<file path="config.mk">
export PLATFORM = sky130hd
export DESIGN_NAME = tllbp_ctrl
export DESIGN_NICKNAME = d
export VERILOG_FILES = /design/src/hw/rtl/tllbp_pkg.sv /design/src/hw/rtl/tllbp_ctrl.sv
export SDC_FILE = /design/constraint.sdc
export NUM_CORES = 1
export LEC_CHECK = 0
export BUFFER_PORTS_ARGS = -buffer_cell sky130_fd_sc_hd__buf_4
export CAP_MARGIN = 40
export CORE_UTILIZATION = 50
export CTS_CLUSTER_SIZE = 10
export DETAILED_ROUTE_END_ITERATION = 8
export HOLD_SLACK_MARGIN = 0.1
export PLACE_DENSITY_LB_ADDON = 0.08
export SLEW_MARGIN = 20
export SYNTH_ARGS = -nofsm -noshare
export SYNTH_HDL_FRONTEND = slang
export SYNTH_SLANG_ARGS = --single-unit
</file>
<file path="constraint.sdc">
create_clock -name clk -period 4.66 [get_ports clk]
set_input_delay 0.466 -clock clk [delete_from_list [all_inputs] [get_ports clk]]
set_output_delay 0.466 -clock clk [all_outputs]
set_load 0.005 [all_outputs]
</file>
<file path="src/hw/rtl/tllbp_pkg.sv">
`default_nettype none
package tllbp_pkg;

  localparam int TABLE_ENTRIES = 1024;
  localparam int IDX_W = (TABLE_ENTRIES > 1) ? $clog2(TABLE_ENTRIES) : 1;
  localparam logic [IDX_W-1:0] IDX_MASK = IDX_W'(TABLE_ENTRIES - 1);
  localparam int CTR_W = 8;
  localparam int ADDR_W = 32;
  localparam int PADDR_W = 4;

  localparam logic [CTR_W-1:0] THRESHOLD_RESET = 8'd1;
  localparam logic [CTR_W-1:0] FLOOR_RESET = 8'd0;
  localparam logic [CTR_W-1:0] CEILING_RESET = 8'd3;

  typedef enum logic [1:0] {
    REG_THRESHOLD = 2'd0,
    REG_FLOOR     = 2'd1,
    REG_CEILING   = 2'd2,
    REG_SPARE     = 2'd3
  } reg_idx_t;

  typedef enum logic [1:0] {
    ST_CLEAR,
    ST_IDLE,
    ST_HIST,
    ST_CTR
  } state_t;

  typedef struct packed {
    logic [CTR_W-1:0] threshold;
    logic [CTR_W-1:0] floor;
    logic [CTR_W-1:0] ceiling;
  } cfg_t;

  typedef struct packed {
    logic             we;
    logic [IDX_W-1:0] waddr;
    logic [IDX_W-1:0] wdata;
    logic [IDX_W-1:0] raddr;
  } hist_req_t;

  typedef struct packed {
    logic             we;
    logic [IDX_W-1:0] waddr;
    logic [CTR_W-1:0] wdata;
    logic [IDX_W-1:0] raddr;
  } ctr_req_t;

endpackage
`default_nettype wire

</file>
<file path="src/hw/rtl/tllbp_ctrl.sv">
`default_nettype none
module tllbp_ctrl (
  input  wire logic                           clk,
  input  wire logic                           rst,
  input  wire logic                           start,
  output logic                                busy,
  input  wire logic                           kind,
  input  wire logic [tllbp_pkg::ADDR_W-1:0]   branch_address,
  input  wire logic                           taken,
  output logic                                result_valid,
  output logic                                predict_taken,
  input  wire tllbp_pkg::cfg_t                cfg,
  output tllbp_pkg::hist_req_t                hist_req,
  input  wire logic [tllbp_pkg::IDX_W-1:0]    hist_rdata,
  output tllbp_pkg::ctr_req_t                 ctr_req,
  input  wire logic [tllbp_pkg::CTR_W-1:0]    ctr_rdata
);
  import tllbp_pkg::*;

  state_t           state, state_next;
  logic [IDX_W-1:0] clr_idx;
  logic [IDX_W-1:0] slot;
  logic [IDX_W-1:0] hist;
  logic             kind_q;
  logic             taken_q;
  logic [CTR_W-1:0] ctr_new;
  logic             accept;

  assign accept = start && !busy;

  always_ff @(posedge clk) begin
    if (rst) begin
      state <= ST_CLEAR;
      clr_idx <= '0;
      result_valid <= 1'b0;
    end else begin
      state <= state_next;
      if (state == ST_CLEAR) begin
        clr_idx <= clr_idx + 1'b1;
      end
      result_valid <= (state == ST_CTR) && !kind_q;
    end
  end

  // Payload capture: no reset needed
  always_ff @(posedge clk) begin
    if (accept) begin
      slot <= branch_address[IDX_W-1:0] & IDX_MASK;
      kind_q <= kind;
      taken_q <= taken;
    end
    if (state == ST_HIST) begin
      hist <= hist_rdata & IDX_MASK;
    end
    if (state == ST_CTR) begin
      predict_taken <= ctr_rdata > cfg.threshold;
    end
  end

  // Saturating move, each bound tested on its own
  always_comb begin
    ctr_new = ctr_rdata;
    if (taken_q) begin
      if (ctr_rdata < cfg.ceiling) begin
        ctr_new = ctr_rdata + 1'b1;
      end
    end else if (ctr_rdata > cfg.floor) begin
      ctr_new = ctr_rdata - 1'b1;
    end
  end

  always_comb begin
    state_next = state;
    busy = 1'b1;
    hist_req.raddr = branch_address[IDX_W-1:0] & IDX_MASK;
    hist_req.we = 1'b0;
    hist_req.waddr = slot;
    hist_req.wdata = ((hist << 1) | IDX_W'(taken_q)) & IDX_MASK;
    ctr_req.raddr = hist_rdata & IDX_MASK;
    ctr_req.we = 1'b0;
    ctr_req.waddr = hist;
    ctr_req.wdata = ctr_new;
    case (state)
      ST_CLEAR: begin
        hist_req.we = 1'b1;
        hist_req.waddr = clr_idx;
        hist_req.wdata = '0;
        ctr_req.we = 1'b1;
        ctr_req.waddr = clr_idx;
        ctr_req.wdata = CEILING_RESET;
        if (clr_idx == IDX_W'(TABLE_ENTRIES - 1)) begin
          state_next = ST_IDLE;
        end
      end
      ST_IDLE: begin
        busy = 1'b0;
        if (start) begin
          state_next = ST_HIST;
        end
      end
      ST_HIST: begin
        state_next = ST_CTR;
      end
      ST_CTR: begin
        // write back so the next item's history read sees it
        hist_req.we = kind_q;
        ctr_req.we = kind_q;
        state_next = ST_IDLE;
      end
      default: begin
        state_next = ST_CLEAR;
      end
    endcase
  end

endmodule
`default_nettype wire

</file>
**Word-level counts from Yosys, hierarchy flattened**

Index checks and enable logic that the tools add are counted.

- Bits in registers: 36

- Reduce and logical (&&, ||, !) cells: 5
- Eq/ne operators: 6
- Add/sub/neg operators: 3
- Order comparisons: 3
- Bitwise logic cells: 1
- Mux-type cells: 10

Operator list:

| kind | count |
|---|---|
| $mux 8 | 3 |
| $mux 20 | 1 |
| $mux 18 | 1 |
| $gt 8x8->1 | 2 |
| $add 10x1->10 const B | 1 |
| $eq 10x10->1 const B | 1 |
| $or 10x1->10 | 1 |
| $add 8x1->8 const B | 1 |
| $lt 8x8->1 | 1 |
| $pmux 2 s4 | 1 |
| $sub 8x1->8 const B | 1 |
| $eq 2x2->1 const B | 2 |
| $mux 2 | 2 |
| $eq 2x1->1 const B | 1 |
| $logic_and 1x1->1 | 2 |
| $logic_not 2->1 | 1 |
| $ne 2x1->1 const B | 1 |
| $ne 2x2->1 const B | 1 |
| $pmux 1 s2 | 1 |
| $reduce_and 2->1 | 1 |
| $logic_not 1->1 | 1 |
| $mux 1 | 1 |

**Depth between registers and ports, before layout**

- Depth after elaboration: 4
- Mapped depth: 9
- Mapped depth without buffers: 8

**Least setup slack after synthesis**

No wires, ideal clock.

- Path type: input to output
- Start point: in cfg[2] (netlist name)
- End point: out ctr_req[15] (netlist name)
- Required time: 4.194 ns
- Path slack: 2.098 ns
- Stages on the path: 8
- Buffers on the path: 0
- Arrival: 2.096 ns
- Cells stage by stage: inv_1 -> ha_1 -> or3_1 -> a21oi_1 -> o311ai_4 -> nor4_4 -> a21oi_2 -> mux2_4

RTL lines:

| item | RTL line | text |
|---|---|---|
| start: declaration | tllbp_ctrl.sv:12 | `input wire tllbp_pkg::cfg_t cfg,` |
| end: declaration | tllbp_ctrl.sv:15 | `output tllbp_pkg::ctr_req_t ctr_req,` |

==> qor.txt <==
status - complete, no violations
hold path cells - 1
final setup fails - 0
Slew HR - 58.2%
Die Span X - 75.8 um
crit path DAT - 2.51 ns
Startpoint Class - primary input
CTS tree - done
Setup Buffers After CTS - 0
Cells after DPL - 448
overall global routing resource usage - 21.8%
Max Cap Viol - 0
Worst Max-Slew Pin Slew - 0.627 ns
Synth Net Count - 395
Non-Filler Instances - 456
distinct cell type count after synthesis - 43
CP max FO - 11
row cnt - 26
final wirelength - 5990 um
Static Leakage - 0.00181 uW
clock sinks - 36
Fin. Hold Viols - 0
Port Buf Inserts - 119
WHS - 0.356 ns
first-pass GRT wire length - 9440 um
Cells after Synth - 286
core area - 5170 sq um
antenna violations before repair - 0
PwrDens - 324 nW/um^2
post-DP HPWL - 4630 um
CTS resizes - 0
largest net degree at the start of global routing - 32
synth warn - 0
Crit. End Element - primary output
NumNets Final - 494
Reg clk slew, reported paths - 0.07 ns
post-synthesis average cell area - 9.53 sq um
Hold WC Path Type - primary input to flop
Initial Utilization - 52.7%
Die H - 75.8 um
antenna cell count - 0
ranking of synthesized cells by area - edfxtp_1, ha_1, dfxtp_1
P&R area growth vs syn - 33.3%
DP Area - 3550 sq um
Routed wire per std cell - 13.1 um
share of cells above drive strength 1 - 37.0%
area of the multi-input gates - 1480 sq um
Iter 0 DRT Violations - 101
Slew Limit Fails - 0
crit share post-route - 63.9%
clock skew - 0.00159 ns
most frequent CP cell - buf_4
Synth top area share - 25.3%
Main synth FF type - edfxtp_1
CP peak stage delay - 0.35 ns
post-route ant nets - 0
sequential area share after synthesis - 34.9%
top cells by count, synth - ha_1, inv_1, edfxtp_1, nor2_1, buf_4
clock latency on the worst-skew pair - 0.28 ns
ys async rst share - 0%
Synth Register Bits - 36
FMAX - 336 MHz
leading area contributor after synthesis - edfxtp_1
Peak VDD IR - 0.000341 V
Top Ports - 142
CTS Hold Bufs - 0
Tmin final - 2.98 ns
CP max stage cell - or3_1
total grt overflow - 0
post-synthesis cell area - 2730 sq um
FF-to-FF path depth - 8
Post-synth EDFFs - 23
H-Tree Depth - 2
# fillers - 420
worst-path cell chain - buf_4, ha_1, or3_1, a21oi_1, o311ai_4, nor4_4, a21oi_2, mux2_4, buf_4
clock tree buffer depth - 2
drc violations - 0
setup TNS - 0 ns
post-route cell area - 3630 sq um
Via density - 5.14
FF+latch area - 951 sq um
Setup Crit Path Kind - primary input to primary output
Final GP Congestion - 0.820
Pwr Total - 1180 uW
Die Area - 5750 sq um
DRT Pass-1 Iters - 4
CP required - 4.19 ns
Root Driver - clkbuf_8
cts bufs inserted - 5
vias in the first global route - 2,276
RSZ-0062 raised after global routing - false
routed via count - 2,342
==> final cells by class <==
class | instances | share of cell area [%]
Multi-Input combinational cell | 192 | 40.8
Sequential cell | 36 | 26.2
Timing Repair Buffer | 120 | 25.3
Inverter | 30 | 3.10
Tap cell | 70 | 2.41
Clock buffer | 7 | 2.10
Clock inverter | 1 | 0.103
==> registers in the layout (all words and copies together) (netlist names) <==
register       count
taken_q            1
state              2
predict_taken      1
kind_q             1
result_valid       1
clr_idx           10
hist              10
slot              10
==> cell usage in the layout (no fill, tap or decap), types with 10 or more instances in the layout <==
cell	n
a21o_1	13
a21oi_1	14
buf_4	119
dfxtp_1	13
edfxtp_1	23
ha_1	29
inv_1	30
nand2_1	10
nor2_1	23
nor2b_1	16
==> per-stage QoR <==
step | utilization, % | setup slack (ns)
2_1_floorplan | - | 2.10
3_3_place_gp | 68.2 | 1.69
3_5_place_dp | 68.7 | 1.66
4_1_cts | 70.2 | 1.67
5_1_grt | 70.2 | 1.53
6_report | 70.2 | 1.68
==> worst max-delay path: cells and delay by family <==
family / cells / cell delay (ns)
compound gates: 3 / 0.57
mux: 1 / 0.29
simple gates: 2 / 0.62
buf+inv: 2 / 0.29
fa+ha+maj: 1 / 0.27
==> layer usage <==
| metal | global-route usage (%) | part of all wire, % | routed length, um |
|---|---|---|---|
| met1 | 23.6 | 40 | 2380 |
| met2 | 40.8 | 51 | 3080 |
| met3 | 5.69 | 7.7 | 461 |
| met4 | 7.61 | 1.1 | 68 |
| met5 | 0 | 0 | 0 |
==> worst paths after layout <==
check / endpoint / start / slack (ns)
max: ctr_req[15] / ctr_rdata[2] / 1.68
min reg2reg: result_valid$_SDFF_PP0_ / kind_q$_DFFE_PP_ / 0.44
max reg2reg: clr_idx[9]$_SDFFE_PP0P_ / state[0]$_SDFFE_PP0P_ / 2.53
min: taken_q$_DFFE_PP_ / taken / 0.36
==> report_power, final <==
| group | switching (uW) | internal, uW | total (uW) |
|---|---|---|---|
| sequential | 24.8 | 371 | 396 |
| combinational | 254 | 318 | 572 |
| clock | 106 | 104 | 210 |
==> cell families after synthesis <==
kind of cell	after synthesis	synth area share, %
and+or+nand+nor	85	17.0
buffers and inverters	58	10.9
AOI/OAI and AO/OA	50	13.2
DFF	36	34.9
adders and majority gates	30	13.8
muxes	17	7.07
xor gates and xnor gates	10	3.21
Power figures use the tool's default switching activity.
